==> src/twrr_pkg.sv <==
`default_nettype none
// ----------------------------------------------------------------------------
// twrr_pkg: shared types and constants of the tick wake-up scheduler
// Holds the transfer payload structs, the command and task state codes,
// the sequencer state type and the round-robin pointer helper.
// ----------------------------------------------------------------------------
package twrr_pkg;

  // Number of schedulable tasks; the idle task sits at index NUM_TASKS.
  localparam int unsigned NUM_TASKS = 8;
  // Task index width, fixed by the payload fields.
  localparam int unsigned IDX_W     = 4;
  // Round-robin pointer width.
  localparam int unsigned PTR_W     = (NUM_TASKS > 1) ? $clog2(NUM_TASKS) : 1;
  localparam int unsigned TICK_W    = 32;

  // Command codes.
  localparam logic [1:0] CMD_TICK  = 2'd0;
  localparam logic [1:0] CMD_SCHED = 2'd1;
  localparam logic [1:0] CMD_SET   = 2'd2;

  // Task state codes.
  localparam logic [1:0] ST_READY = 2'd1;
  localparam logic [1:0] ST_WAIT  = 2'd2;

  // Input item.
  typedef struct packed {
    logic [1:0]        command;
    logic [IDX_W-1:0]  task_index;
    logic [1:0]        new_state;
    logic [TICK_W-1:0] wake_tick;
  } in_t;

  // Result item.
  typedef struct packed {
    logic [IDX_W-1:0]  running_task;
    logic              found_ready;
    logic [TICK_W-1:0] tick_now;
  } out_t;

  // Control from the sequencer to the task store.
  typedef struct packed {
    logic              wr_en;
    logic [IDX_W-1:0]  wr_idx;
    logic [1:0]        wr_state;
    logic [TICK_W-1:0] wr_wake;
    logic              wake_en;
    logic [IDX_W-1:0]  addr;
    logic [TICK_W-1:0] tick;
  } store_ctrl_t;

  // Sequencer states.
  typedef enum logic [1:0] {
    S_IDLE,
    S_WAKE,
    S_SCAN,
    S_DONE
  } seq_state_e;

  // Next round-robin position, modulo NUM_TASKS.
  function automatic logic [PTR_W-1:0] ptr_inc(input logic [PTR_W-1:0] p);
    logic [PTR_W-1:0] r;
    if (p == PTR_W'(NUM_TASKS - 1)) begin
      r = '0;
    end else begin
      r = p + PTR_W'(1);
    end
    return r;
  endfunction

endpackage
`default_nettype wire

==> src/twrr_task_store.sv <==
`default_nettype none
// ----------------------------------------------------------------------------
// twrr_task_store: per-task state codes and wake ticks
// Holds one state code and one wake tick per task, with a write port for
// task-control updates and one shared wake comparator at the read address.
// ----------------------------------------------------------------------------
module twrr_task_store (
  input  wire logic                clk_i,
  input  wire logic                rst_ni,
  input  wire twrr_pkg::store_ctrl_t ctrl_i,
  output logic [1:0]               rd_state_o
);
  import twrr_pkg::*;

  localparam int unsigned DEPTH = NUM_TASKS + 1;

  logic [1:0]        state_q [DEPTH];
  logic [TICK_W-1:0] wake_q  [DEPTH];
  logic              wake_hit;

  // The shared comparator: a waiting task whose wake tick has been reached.
  assign wake_hit   = (state_q[ctrl_i.addr] == ST_WAIT) &&
                      (wake_q[ctrl_i.addr] <= ctrl_i.tick);
  assign rd_state_o = state_q[ctrl_i.addr];

  // State codes, cleared to not runnable at reset.
  always_ff @(posedge clk_i or negedge rst_ni) begin
    if (!rst_ni) begin
      for (int k = 0; k < DEPTH; k++) begin
        state_q[k] <= '0;
      end
    end else if (ctrl_i.wr_en) begin
      state_q[ctrl_i.wr_idx] <= ctrl_i.wr_state;
    end else if (ctrl_i.wake_en && wake_hit) begin
      state_q[ctrl_i.addr] <= ST_READY;
    end
  end

  // Wake ticks only matter once a write has set the task waiting.
  always_ff @(posedge clk_i) begin
    if (ctrl_i.wr_en) begin
      wake_q[ctrl_i.wr_idx] <= ctrl_i.wr_wake;
    end
  end

endmodule
`default_nettype wire

==> src/twrr_seq.sv <==
`default_nettype none
// ----------------------------------------------------------------------------
// twrr_seq: command sequencer of the tick wake-up scheduler
// Steps the wake sweep and the round-robin scan one task per cycle through
// the task store, and keeps the tick count, pointer and selection.
// ----------------------------------------------------------------------------
module twrr_seq (
  input  wire logic                  clk_i,
  input  wire logic                  rst_ni,
  input  wire logic                  start_i,
  input  wire twrr_pkg::in_t         cmd_i,
  input  wire logic                  out_free_i,
  input  wire logic [1:0]            rd_state_i,
  output logic                       idle_o,
  output logic                       done_o,
  output twrr_pkg::out_t             result_o,
  output twrr_pkg::store_ctrl_t      ctrl_o
);
  import twrr_pkg::*;

  seq_state_e        state_q, state_d;
  logic [IDX_W-1:0]  cnt_q, cnt_d;
  logic [PTR_W-1:0]  ptr_q, ptr_d;
  logic [PTR_W-1:0]  last_q, last_d;
  logic [IDX_W-1:0]  run_q, run_d;
  logic              found_q, found_d;
  logic [TICK_W-1:0] tick_q, tick_d;
  logic              hit;
  logic              scan_end;

  assign hit      = (rd_state_i == ST_READY);
  assign scan_end = (cnt_q == IDX_W'(NUM_TASKS - 1));

  // Next state.
  always_comb begin
    state_d = state_q;
    case (state_q)
      S_IDLE: begin
        if (start_i) begin
          case (cmd_i.command)
            CMD_TICK:  state_d = S_WAKE;
            CMD_SCHED: state_d = S_SCAN;
            default:   state_d = S_DONE;
          endcase
        end
      end
      S_WAKE: begin
        if (cnt_q == IDX_W'(NUM_TASKS)) begin
          state_d = S_SCAN;
        end
      end
      S_SCAN: begin
        if (hit || scan_end) begin
          state_d = S_DONE;
        end
      end
      S_DONE: begin
        if (out_free_i) begin
          state_d = S_IDLE;
        end
      end
      default: state_d = S_IDLE;
    endcase
  end

  // Outputs and datapath updates.
  always_comb begin
    cnt_d          = cnt_q;
    ptr_d          = ptr_q;
    last_d         = last_q;
    run_d          = run_q;
    found_d        = found_q;
    tick_d         = tick_q;
    idle_o         = 1'b0;
    done_o         = 1'b0;
    ctrl_o         = '0;
    ctrl_o.wr_idx  = cmd_i.task_index;
    ctrl_o.wr_state = cmd_i.new_state;
    ctrl_o.wr_wake = cmd_i.wake_tick;
    ctrl_o.tick    = tick_q;
    ctrl_o.addr    = (state_q == S_SCAN) ? IDX_W'(ptr_q) : cnt_q;
    case (state_q)
      S_IDLE: begin
        idle_o = 1'b1;
        if (start_i) begin
          cnt_d = '0;
          case (cmd_i.command)
            CMD_TICK:  tick_d = tick_q + TICK_W'(1);
            CMD_SCHED: ptr_d = ptr_inc(last_q);
            CMD_SET:   ctrl_o.wr_en = (cmd_i.task_index <= IDX_W'(NUM_TASKS));
            default:   ;
          endcase
        end
      end
      S_WAKE: begin
        ctrl_o.wake_en = 1'b1;
        if (cnt_q == IDX_W'(NUM_TASKS)) begin
          cnt_d = '0;
          ptr_d = ptr_inc(last_q);
        end else begin
          cnt_d = cnt_q + IDX_W'(1);
        end
      end
      S_SCAN: begin
        if (hit) begin
          run_d   = IDX_W'(ptr_q);
          last_d  = ptr_q;
          found_d = 1'b1;
        end else if (scan_end) begin
          run_d   = IDX_W'(NUM_TASKS);
          found_d = 1'b0;
        end else begin
          cnt_d = cnt_q + IDX_W'(1);
          ptr_d = ptr_inc(ptr_q);
        end
      end
      S_DONE: begin
        done_o = 1'b1;
      end
      default: ;
    endcase
  end

  assign result_o.running_task = run_q;
  assign result_o.found_ready  = found_q;
  assign result_o.tick_now     = tick_q;

  // Control registers.
  always_ff @(posedge clk_i or negedge rst_ni) begin
    if (!rst_ni) begin
      state_q <= S_IDLE;
      cnt_q   <= '0;
      ptr_q   <= '0;
      last_q  <= '0;
      run_q   <= '0;
      found_q <= 1'b0;
      tick_q  <= '0;
    end else begin
      state_q <= state_d;
      cnt_q   <= cnt_d;
      ptr_q   <= ptr_d;
      last_q  <= last_d;
      run_q   <= run_d;
      found_q <= found_d;
      tick_q  <= tick_d;
    end
  end

`ifndef SYNTH
  // A found task is never the idle task.
  a_found_not_idle: assert property (@(posedge clk_i) disable iff (!rst_ni)
    found_q |-> (run_q != IDX_W'(NUM_TASKS)))
    else $error("found flag set with idle task selected");

  // Task-control writes happen only between items.
  a_write_idle: assert property (@(posedge clk_i) disable iff (!rst_ni)
    ctrl_o.wr_en |-> (state_q == S_IDLE))
    else $error("task store written during a sweep");

  // A finished item leaves the sequencer once the output takes it.
  a_done_release: assert property (@(posedge clk_i) disable iff (!rst_ni)
    (state_q == S_DONE && out_free_i) |=> (state_q == S_IDLE))
    else $error("sequencer stuck after result transfer");

  // The wake sweep stays within the task store.
  a_wake_bound: assert property (@(posedge clk_i) disable iff (!rst_ni)
    (state_q == S_WAKE) |-> (cnt_q <= IDX_W'(NUM_TASKS)))
    else $error("wake sweep address out of range");
`endif

endmodule
`default_nettype wire

==> src/tick_wakeup_round_robin_scheduler.sv <==
`default_nettype none
// ----------------------------------------------------------------------------
// tick_wakeup_round_robin_scheduler: round-robin task scheduler with wake-up
// Input channel in_valid_i/in_ready_o carries one command per transfer;
// output channel out_valid_o/out_ready_i returns one result per command
// (selected task, found flag, tick count).
// A tick command advances the tick count, sweeps all NUM_TASKS+1 task
// entries one per cycle to wake waiting tasks, then schedules. Scheduling
// scans the tasks round-robin one per cycle until the first ready task,
// or until all NUM_TASKS tasks are examined. The sweep and the scan share
// the single store read port. The next command can be taken at the earliest
// in the cycle after a result enters the output register.
// The input is ready only while no command is in progress. A result waits
// in the output register; the next command may be taken meanwhile, and its
// result is held in the sequencer while the receiver stalls.
// Reset clears the tick count, all task states (not runnable), the
// round-robin pointer and the selection to task 0 with found flag low.
// ----------------------------------------------------------------------------
module tick_wakeup_round_robin_scheduler (
  input  wire logic            clk_i,
  input  wire logic            rst_ni,
  input  wire logic            in_valid_i,
  output logic                 in_ready_o,
  input  wire twrr_pkg::in_t   in_data_i,
  output logic                 out_valid_o,
  input  wire logic            out_ready_i,
  output twrr_pkg::out_t       out_data_o
);
  import twrr_pkg::*;

  store_ctrl_t ctrl;
  logic [1:0]  rd_state;
  logic        seq_idle;
  logic        seq_done;
  logic        out_free;
  logic        start;
  out_t        result;
  logic        out_valid_q;
  out_t        out_data_q;

  assign in_ready_o  = seq_idle;
  assign start       = in_valid_i && seq_idle;
  assign out_free    = !out_valid_q || out_ready_i;
  assign out_valid_o = out_valid_q;
  assign out_data_o  = out_data_q;

  twrr_seq u_seq (
    .clk_i      (clk_i),
    .rst_ni     (rst_ni),
    .start_i    (start),
    .cmd_i      (in_data_i),
    .out_free_i (out_free),
    .rd_state_i (rd_state),
    .idle_o     (seq_idle),
    .done_o     (seq_done),
    .result_o   (result),
    .ctrl_o     (ctrl)
  );

  twrr_task_store u_store (
    .clk_i      (clk_i),
    .rst_ni     (rst_ni),
    .ctrl_i     (ctrl),
    .rd_state_o (rd_state)
  );

  // Output register: loads a finished result whenever the slot is free.
  always_ff @(posedge clk_i or negedge rst_ni) begin
    if (!rst_ni) begin
      out_valid_q <= 1'b0;
    end else if (out_free) begin
      out_valid_q <= seq_done;
    end
  end

  always_ff @(posedge clk_i) begin
    if (out_free && seq_done) begin
      out_data_q <= result;
    end
  end

endmodule
`default_nettype wire

==> config.mk <==
export PLATFORM = sky130hd
export DESIGN_NAME = tick_wakeup_round_robin_scheduler
export DESIGN_NICKNAME = d
export VERILOG_FILES = /design/src/twrr_pkg.sv /design/src/twrr_task_store.sv /design/src/twrr_seq.sv /design/src/tick_wakeup_round_robin_scheduler.sv
export SDC_FILE = /design/constraint.sdc
export NUM_CORES = 1
export LEC_CHECK = 0
export BUFFER_PORTS_ARGS = -buffer_cell sky130_fd_sc_hd__buf_2
export CORE_MARGIN = 2
export CORE_UTILIZATION = 40
export DETAILED_ROUTE_END_ITERATION = 12
export PLACE_DENSITY = 0.56
export SYNTH_ARGS = -nofsm -noshare
export SYNTH_HDL_FRONTEND = slang
export SYNTH_SLANG_ARGS = --single-unit
==> constraint.sdc <==
create_clock -name clk_i -period 5.6 [get_ports clk_i]
set_input_delay 0.56 -clock clk_i [delete_from_list [all_inputs] [get_ports clk_i]]
set_output_delay 0.56 -clock clk_i [all_outputs]
set_load 0.005 [all_outputs]
==> out/results.txt, run 1 <==
The most common flop cell mapped by yosys is edfxtp_1. For this configuration, the core starts out at a cell density of 40.4%. The H-tree depth is 2.

The clock reaches the later pin of the worst-skew pair after 560 ps. For the required time at the endpoint of the critical path, the log shows 6050 ps. The tightest min-delay check is of the primary input to asynchronous set/reset pin type. For the via count of the first global-routing pass, the log shows 9208. The worst register-to-register path begins at u_seq.state_q[0].

The total negative setup slack came out at 0 ps. By count the netlist is led by edfxtp_1, nor2_1, dfrtp_1. After layout, the minimum clock period comes to 4840 ps. The die covers 42700 um2. In this run the horizontal extent of the chip is 207 um.

After synthesis, the cell types taking the most area are edfxtp_1, dfrtp_1, mux4_2. TritonCTS created 42 clock buffers. Share of the synthesized area in the top cell type: 59.4%. Across all register-to-register paths, the minimum setup slack is 760 ps. The peak supply drop was 0.000256 V; the number of register bits inferred by synthesis was 393. The logs give 0 for the remaining global-route overflow and 46.6% for the final design utilization. Final max-slew violation count: 0. The largest incremental delay on the critical path works out to 680 ps. Of all flip-flops after synthesis, the portion carrying an async set or reset was 17.3%. A synthesized cell averages 16.2 um2. Setup repair after global routing left no endpoint under its margin. For the global routing usage summed across all routing layers, the log shows 17.8%. The run gives 5 as the number of antenna violations at the first check in global routing. Actual slew at the worst max-slew pin: 908 ps. After detailed placement, the total cell area comes to 17500 um2. The type of element capturing the critical path is a flip-flop.

The category of the worst setup path launch point is a flip-flop. The run gives 39.2% as the normalized max-slew margin. Synthesis instantiated 65 different standard cells from the library. The critical path contains buffers and inverters numbering 3 combined. Entering global routing, the biggest net connects 69 pins. The height of the die is 207 um, and the synthesized instance count is 1015. The area growth from synthesis to final layout came out at 15.3%. Clock tree synthesis found a total of 393 sinks. The final critical path takes up 86.3% of the cycle. The tools report the overall power after layout as 9.12 mW.

In this run the worst path has a maximum fanout of 23. Pin placement for this block handled 83 I/O pins. For the number of endpoints failing setup at the final stage, the log shows 0.

During synthesis, Yosys emitted a total of 0 warnings. The largest total area in the synthesized netlist belongs to edfxtp_1. The run gives 0 as the remaining routing DRC violations. The via total after detailed routing was 9027. The post-route non-filler standard cell count is 1693, and the clock slew at the register clock pins of the worst setup and hold paths is 60 ps.

The tools report the worst path arrival time as 5280 ps. Detailed placement finished with a half-perimeter wire length of 22900 um. The share of the Yosys chip area taken by registers is 69.8%. The run gives 5 as the number of iterations in the first detailed-routing pass. The slowest library cell on the worst path was ha_1. The logs give 765 ps for the post-route worst setup slack and 19.5 ps for the clock skew.

The area of the placeable core is 40600 um2. The flow ran to the end, and the final reports show no timing, DRC or antenna violations. In this run, post-CTS hold repair placed 0 buffers. The count of input and output buffers was 82; the final standard cell area without fillers was 18900 um2. The logs give 0.808 for the final weighted congestion in routability-driven placement and 203 ps for the worst-case hold slack. The final-report hold violation count was 0; the power per cell area was 482 nW/um2. After floorplanning, the core was divided into 74 placement rows.

In the final design database the tool counted 1212 nets. In this run the cell area of the synthesized design comes to 16400 um2. The gate family responsible for the most delay along the worst path is compound AO/OA/AOI/OAI gates. At the placement stage, the worst setup path has a slack of 722 ps. Walking the worst path, the cells encountered are inv_1 -> ha_1 -> mux2i_4 -> buf_4 -> mux4_2 -> o22ai_1 -> nor2_1 -> ha_1 -> nor2b_1 -> o211ai_1 -> a2111o_1 -> a31oi_1 -> o21bai_1 -> and2_1 -> buf_4 -> a31o_1.

The synthesized design contains 325 enable-type register cells. Measured in cells, the most critical reg-to-reg path has a length of 16. Post-CTS timing repair inserted 0 buffers for setup. TritonCTS built the clock tree. The first global-routing pass estimated 56100 um of wire. The post-route netlist has 23.7% of its cells at a drive strength greater than 1. The average vias per placed instance was 5.33; the routed wire length was 36700 um. After detailed placement, the design holds a cell count of 1612.

In the final routed layout, each cell accounts on average for 21.7 um. The start-to-end type of the worst setup path was flip-flop to flip-flop. The most frequent cell after synthesis is edfxtp_1. The maximum buffer depth of the clock tree is 3.

The tools report the reported max-cap violation count as 0. The endpoint identified for the worst register-to-register timing path is u_store.state_q[14]. The logs give 1103 for the number of nets produced by synthesis and 207 MHz for the peak clock frequency supported by timing. The count of nets left with antenna violations once routing finished came out at 0.

In this run, post-CTS repair resized a total of 0 instances. The count of routing violations after the opening detailed-route iteration is 548. Summed over all cells, the static leakage comes to 6.78 nW. The tools report the clock tree root driver cell as clkbuf_16.
-- area by class of cell --
type / instances / area (um2)
inverter: 58 / 218
clock inverter: 24 / 198
clock buffer: 54 / 1180
multi-input combinational: 523 / 4590
fill: 3525 / 21700
tap: 532 / 666
antenna: 3 / 7.51
timing repair buffer: 106 / 603
sequential: 393 / 11500
-- worst reg2reg max path: stages (launching register included) --
cell	delay, ps
dfrtp_1	410
inv_1	130
ha_1	680
mux2i_4	580
buf_4	420
mux4_2	390
o22ai_1	170
nor2_1	70
ha_1	290
nor2b_1	120
o211ai_1	100
a2111o_1	380
a31oi_1	180
o21bai_1	180
and2_1	200
buf_4	200
a31o_1	230
-- power by group --
part | switching [mW] | internal [mW] | total, mW
clock network | 1.13 | 1.59 | 2.72
registers | 0.121 | 3.35 | 3.47
logic | 1.58 | 1.35 | 2.93
total | 2.84 | 6.28 | 9.12
-- sequential cells by signal (all words and copies together), names as in the netlist --
name             flops
u_seq.tick_q        32
out_data_o          37
u_seq.last_q         3
u_seq.ptr_q          3
out_valid_o          1
u_seq.run_q          4
u_seq.found_q        1
u_store.state_q     18
u_store.wake_q     288
u_seq.state_q        2
u_seq.cnt_q          4
-- layer usage --
metal  track usage [%]  wire length [um]  vias to the layer above
met3              3.27              2060                       58
met2              28.7             17400                      240
met5                 0                23                        -
met4              5.08               691                        4
li1                  -                 -                     4170
met1              24.8             16400                     4555
-- kinds of logic after synthesis --
| logic type | count (synthesis) | synth area share, % |
|---|---|---|
| buffers and inverters | 99 | 2.50 |
| and+or+nand+nor | 222 | 6.70 |
| xor gates and xnor gates | 31 | 1.65 |
| AOI/OAI and AO/OA | 147 | 6.19 |
| adders and majority gates | 44 | 3.35 |
| DFF | 393 | 69.8 |
| muxes | 79 | 9.81 |
-- placed cells by master (no fill, tap or decap), types with 4 or more instances in the layout --
master | netlist | layout
edfxtp_1 | 325 | 325
mux4_2 | 64 | 64
o21ai_1 | 5 | 4
o21a_1 | 8 | 6
a21oi_1 | 31 | 31
nor4_1 | 5 | 5
o211ai_1 | 5 | 5
nor2b_1 | 5 | 5
and3_1 | 5 | 4
ha_1 | 44 | 44
mux2i_1 | 6 | 5
clkinvlp_4 | 0 | 5
nand4_1 | 16 | 16
inv_1 | 57 | 57
and2_2 | 0 | 4
clkinv_2 | 0 | 7
clkbuf_16 | 0 | 44
nand3_1 | 12 | 12
mux2_2 | 7 | 7
nand2_1 | 47 | 47
clkbuf_1 | 26 | 6
o31ai_2 | 6 | 6
a31o_1 | 4 | 4
o22ai_1 | 35 | 35
dfrtp_1 | 68 | 68
a22oi_1 | 8 | 8
a22o_1 | 4 | 4
o21ai_0 | 12 | 12
clkinv_1 | 0 | 6
nor2_1 | 83 | 83
nand2b_1 | 9 | 9
and2_1 | 6 | 4
o32ai_1 | 9 | 9
buf_2 | 10 | 82
xnor2_1 | 30 | 30
clkbuf_8 | 0 | 4
buf_4 | 1 | 23
nor3_1 | 8 | 7
a31oi_1 | 4 | 4
-- worst max-delay path by stage --
stage                           startpoint                   to  slack (ps)  depth (start not counted)
final                     u_seq.state_q[0]  u_store.state_q[14]         760                         16
after global routing      u_seq.state_q[0]  u_store.state_q[14]         360                         17
after CTS                 u_seq.state_q[0]  u_store.state_q[11]         730                         16
after detailed placement  u_seq.state_q[0]  u_store.state_q[14]         720                         16
after global placement    u_seq.state_q[0]   u_store.state_q[5]         830                         16
after floorplan           u_seq.state_q[0]  u_store.state_q[17]        1280                         19
Note: power is estimated with default switching activity, not from simulation.
==> inputs of run 2 (changes only) <==
- CORE_UTILIZATION: 40 -> 61
- PLACE_DENSITY: 0.56 -> 0.79
- clock period: 5.6 -> 5.04 ns (I/O delays scaled with it)
==> run 2 against run 1 <==
Hold slack worse by 22 ps. Via count is 4.4% higher. Sequential share of layout area is 0.61 points higher. Non-clock buffer count is 7 higher. Die area is 34% lower. Utilization is 24 points higher. Sequential power is 11% higher. First-iteration DRC count is 110% higher. Worst setup slack worse by 440 ps. Register-to-register slack worse by 440 ps.
==> out/results.txt, run 2 (synthesis gave the netlist of run 1 again) <==
Setup repair after global routing left no endpoint under its margin. The flow ran to the end, and the final reports show no timing, DRC or antenna violations. The final design utilization came out at 70.1%. Register with the most flip-flops: u_store.wake_q. After detailed routing, the wire length on met1 is 14600 um. The number of placement rows is 60. After detailed routing, the average wire length per cell comes to 23.8 um.

For the via total after detailed routing, the log shows 9428. The min-delay analysis places its worst path in the category primary input to asynchronous set/reset pin. In this run the cell area measured after placement is 17400 um2. Gates resized during post-CTS repair numbered 0. For the via count of the first global-routing pass, the log shows 9604. At the end of the flow, the number of nets in the layout was 1217. The overall die area is 28200 um2. Traced cell by cell, the critical path runs through inv_1 -> ha_1 -> mux2i_4 -> buf_4 -> mux4_2 -> o22ai_1 -> nor2_1 -> ha_1 -> nand4_1 -> nor3_1 -> nand2_1 -> a31oi_1 -> o21bai_1 -> and2_1 -> buf_4 -> a31o_1. In this run the register-to-register setup slack is 320 ps. The tree is rooted in a clkbuf_16.

Clock latency on the worst-skew pair, taken at its later pin, is 530 ps. After routing the design area is 18700 um2. The number of antenna violations at the first check in global routing was 3; the number of iterations in the first detailed-routing pass was 5. The clock skew is 15.6 ps, and the reported max-cap violation count is 0. Measured against its own limit, the worst slew margin works out to 25.4%.

The horizontal die dimension was 168 um; the post-route minimum period was 4720 ps. For the area of the placeable core, the log shows 26700 um2. The ratio of cells with drive above 1 in the final layout is 23.7%, and the largest incremental delay on the critical path is 810 ps. TritonCTS built the clock tree.

Hold repair after CTS inserted 0 buffers. Final max-slew violation count: 0. The final HPWL from detailed placement is 22200 um, and the buffer and inverter count on the worst path is 3. The highest metal layer carrying signal wires in the routed design is met4.

Timing would allow up to 212 MHz. The register with the most flip-flops in the layout has 288 of them. The leakage power is 6.82 nW.

The power per cell area was 549 nW/um2; the maximum buffer depth of the clock tree was 3. Global routing used 25.9% of the available tracks. In the detailed route, the total length drawn on met2 is 17500 um. Residual antenna-violating net count after detailed routing: 0. The run gives 0 as the number of endpoints failing setup at the final stage.

At the worst endpoint, the required time is 5450 ps. The slowest library cell on the worst path is mux2i_4. The worst path meets setup with 323 ps of slack.

In the routed design, unresolved DRC markers number 0. Actual slew at the worst max-slew pin: 1120 ps. Data arrives at the worst endpoint at 5130 ps. The detailed-routed wire length on met3 is 2800 um.

The worst-path maximum fanout was 15; the peak supply drop was 0.000317 V. Compared with the post-synthesis result, the final layout area differs by 14.1%. The starting density of the core came out at 61.4%. The tools report the I/O pin count as 83. Average vias per placed instance: 6.28.

The first global-routing pass estimated 54900 um of wire. Gate family responsible for the most delay along the worst path: multiplexers. The run gives 0 as the final-report hold violation count.

Worst-case hold slack: 181 ps. The H-tree depth came out at 2. For the final routed database, the setup TNS stands at 0 ps. The congestion estimate from routability-driven global placement came to 0.885. The critical path is of the flip-flop to flip-flop type. The worst setup path is captured at a flip-flop. Dividing the final minimum period by the clock period gives 93.6%. Entering global routing, the biggest net connects 69 pins. Leaving out fill and tap cells, the most frequent cell in the layout is edfxtp_1.

The first routing iteration left 1139 violations. The library cells used most frequently in the layout, excluding fill and tap cells, are edfxtp_1, nor2_1, buf_2. Summed over all layers, the routed wires come to 35800 um. The total overflow left after global routing is 0.

Post-CTS setup buffer count: 0. The category of the worst setup path launch point was a flip-flop. The count of buffers added on input and output ports is 82. The tools report the clock net sink count as 393. Measured along the y axis, the die boundary spans 168 um. After clock tree synthesis, the clock-pin slew on the worst setup and hold paths is 60 ps. The logs give 40 for the total clock buffers created by CTS and 376 ps for the worst slack after detailed placement.
==> run 2: cell types whose count changed in the layout (fill, tap and decap cells not counted), moves of 3 or more <==
| cell | previous run | this run |
|---|---|---|
| clkinv_2 | 7 | 10 |
| clkbuf_8 | 4 | 1 |
| buf_4 | 23 | 26 |
| bufinv_16 | 2 | 6 |
| clkinvlp_4 | 5 | 2 |
| clkbuf_16 | 44 | 41 |
| buf_12 | 1 | 5 |
==> run 2: power by group <==
group	total [mW]	switching (mW)	internal [mW]
combinational	3.44	1.83	1.61
sequential	3.86	0.139	3.72
clock	2.99	1.19	1.81
==> run 2: stage by stage <==
stage	power [mW]	instances
after detailed placement	7.32	1428
after global placement	7.19	1428
after CTS	10.3	1499
final	10.3	1502
after global routing	10.8	1499
after floorplan	6.31	1015
==> run 2: final timing paths <==
check / startpoint / to / depth (start not counted)
setup / recovery: u_seq.state_q[0] / u_store.state_q[8] / 16
hold / removal: rst_ni / u_seq.last_q[1] / 2
setup reg to reg: u_seq.state_q[0] / u_store.state_q[8] / 16
hold reg to reg: u_seq.found_q / out_data_o[32] / 0
max in group asynchronous: rst_ni / u_seq.tick_q[24] / 2
min in group clk_i: in_data_i[27] / u_store.wake_q[7][27] / 1
==> run 2: cell type report <==
class	instances	area (um2)
diodes	3	7.51
clock buffers	47	1060
clock inverters	24	273
fillers	1654	7990
inverters	58	218
multi-input cells	523	4580
flip-flops and latches	393	11500
well taps	341	427
repair buffers	113	706
==> run 2: per-layer routing <==
metal | vias up | global-route usage, %
li1 | 4164 | -
met1 | 4761 | 35.5
met2 | 425 | 42.9
met3 | 78 | 4.70
met4 | 0 | 8.81
met5 | - | 0
==> inputs of run 3 (changes only) <==
- PLACE_DENSITY: 0.79 -> not set
- PLACE_DENSITY_LB_ADDON: not set -> 0.05
==> run 3 against run 2 <==
Global-route usage decreased by 0.33 points. Critical path type unchanged. Highest routed layer unchanged. Hold slack improved by 5.9 ps. Wire length decreased by 0.98%. Clock-buffer cell count increased by 5. Critical path depth increased by 2.
==> out/results.txt, run 3 (synthesis gave the netlist of run 1 again) <==
STA puts the critical path data required time at 5460 ps. The number of antenna violations at the first check in global routing is 0, and the total clock buffers created by CTS is 40. Of the total power, combinational logic draws 32.9%. Post-CTS setup buffer count: 0. TritonCTS built the clock tree. The global routing's busiest layer is met2.

Setup repair after global routing left no endpoint under its margin. The height of the die works out to 168 um. The tools report the clock tree root driver cell as clkbuf_16. The tools report the part of the power in the clock network as 28.4%. STA classifies the critical path endpoint as a flip-flop. The cell-internal power came out at 6.84 mW.

The category of the worst setup path launch point was a flip-flop. Global routing consumed, on the met1 layer, 37.5% of the routing resources. The starting density of the core is 61.4%. The area growth from synthesis to final layout is 13.2%.

Remaining global-route overflow: 0. In the layout the commonest cells are edfxtp_1, nor2_1, buf_2. For the maximum number of pins on one net before global-route repair, the log shows 69.

Start-to-end type of the worst setup path: flip-flop to flip-flop. Ratio of cells with drive above 1 in the final layout: 23.0%. The clock net sink count was 393; the peak clock frequency supported by timing was 218 MHz. At the end of routability-driven placement, the weighted congestion stood at 0.857.

In this run switching power makes up 31.2% of total power. For this block, the routed nets add up to 35400 um of wire. The horizontal die dimension was 168 um. Final max-slew violation count: 0. The maximum buffer depth of the clock tree was 3.

The logs give 21400 um for the final HPWL from detailed placement and 0.000383 V for the peak supply drop. Counting flops per register, the top entry is u_store.wake_q. In this run the power density over the cells is 535 nW/um2. The leakage power is 6.74 nW. The register with the most flip-flops in the layout has 288 of them. After detailed routing, the number of remaining DRC violations is 0.

The share of the clock period used by the worst path is 91.0%, and the reported max-cap violation count is 0. The residual antenna-violating net count after detailed routing is 0, and the count of input and output buffers is 82. After layout, the minimum clock period comes to 4580 ps. For the worst setup path, the data arrival time is 5000 ps. In this run the worst hold path is classified as primary input to asynchronous set/reset pin.

The total of fill cells in the finished design is 1783. The tools report the worst-case hold slack as 187 ps. In this run, flip-flops and latches consume 38.7% of the power. The total negative setup slack came out at 0 ps. The layout net count is 1209, and the clock slew at the register clock pins of the worst setup and hold paths is 70 ps. Using the TritonRoute via totals, the vias-per-cell ratio works out to 6.13.

The normalized max-slew margin is 15.5%. The floorplan step defined a die boundary enclosing 28200 um2. In this run the standard cell core region covers 26700 um2. Hold buffer count at CTS: 0.

The routing usage on met3 was 3.69%; the via total after detailed routing was 9150. At the pin with the least slew margin, the transition time is 1260 ps. The number of endpoints failing setup at the final stage came out at 0.

The flow ran to the end, and the final reports show no timing, DRC or antenna violations. The tools report the number of inserted diodes as 0. The first detailed-routing pass ran for 5 iterations. The H-tree was split into 2 levels. Global routing used 25.6% of the available tracks. The logs give 54100 um for the first-pass GRT wire length and 13.9 ps for the clock skew. In this run, post-CTS repair resized a total of 0 instances.

The analysis attributes to net switching a power of 3.10 mW. The floorplan has 60 rows. In this run the worst path has a maximum fanout of 30. Final-report hold violation count: 0. For this design the top-level I/O count stands at 83. In the global route stage, met2 resource usage came out at 41.5%.

The tools report the via count of the first global-routing pass as 9099. The clock insertion delay at the later pin of the skew report was 530 ps; the wire length per cell was 23.7 um. The library cell used most frequently in the layout, excluding fill and tap cells, is edfxtp_1. After the first detailed-routing iteration, the DRC count stood at 885.
==> run 3: per-stage QoR <==
| stage | util [%] | setup WS [ps] | cell area [um2] | power, mW | std cells |
|---|---|---|---|---|---|
| after floorplan | - | 722 | 16400 | 6.31 | 1015 |
| after global placement | 64.9 | 591 | 17300 | 7.16 | 1420 |
| after detailed placement | 64.9 | 525 | 17300 | 7.19 | 1420 |
| after CTS | 69.6 | 498 | 18600 | 10.0 | 1492 |
| after global routing | 69.6 | 146 | 18600 | 10.5 | 1492 |
| final | 69.6 | 456 | 18600 | 9.95 | 1492 |
==> run 3: layout make-up <==
| class | instances | area, um2 | share of cell area, % |
|---|---|---|---|
| clock inverter | 20 | 148 | 0.794 |
| multi-input combinational | 523 | 4590 | 24.7 |
| sequential | 393 | 11500 | 61.7 |
| clock buffer | 52 | 1110 | 5.96 |
| inverter | 58 | 218 | 1.17 |
| tap | 341 | 427 | 2.30 |
| timing repair buffer | 105 | 633 | 3.41 |
==> run 3: per-layer routing <==
layer	vias to the layer above	part of all wire [%]
met5	-	0
met4	0	2.2
met3	61	5.8
met2	315	49
met1	4621	43
li1	4153	-
==> run 3: path summary, 6_finish.rpt <==
check	from	to	slack, ps	cells past startpoint
worst max-delay path	u_seq.state_q[0]	u_store.state_q[6]	460	18
worst min-delay path	rst_ni	u_seq.last_q[1]	190	2
worst max register to register	u_seq.state_q[0]	u_store.state_q[6]	460	18
worst min register to register	u_seq.tick_q[15]	out_data_o[15]	450	0
max in group asynchronous	rst_ni	u_seq.tick_q[7]	4240	2
min in group clk_i	in_data_i[8]	u_store.wake_q[1][8]	260	1
==> run 3: power by group through the flow <==
stage | logic (mW) | clock network (mW) | registers [mW]
CTS | 3.31 | 2.86 | 3.85
global route | 3.62 | 2.98 | 3.87
floorplan | 2.43 | 0 | 3.88
finish | 3.27 | 2.82 | 3.85
detailed placement | 3.28 | 0 | 3.91
global placement | 3.24 | 0 | 3.91
==> run 3: worst max-delay path, cell delays in order, from the launching register on <==
cell and delay (ps):
dfrtp_1 400, inv_1 130, ha_1 370, buf_4 370, nand2_1 220, o21ai_4 90, buf_4 380, buf_4 320
o22ai_1 120, nor2_1 160, ha_1 160, nand4_1 180, nor3_1 290, nand2_1 200, a31oi_1 250, o21bai_1 200
and2_1 190, buf_4 200, a31o_1 220
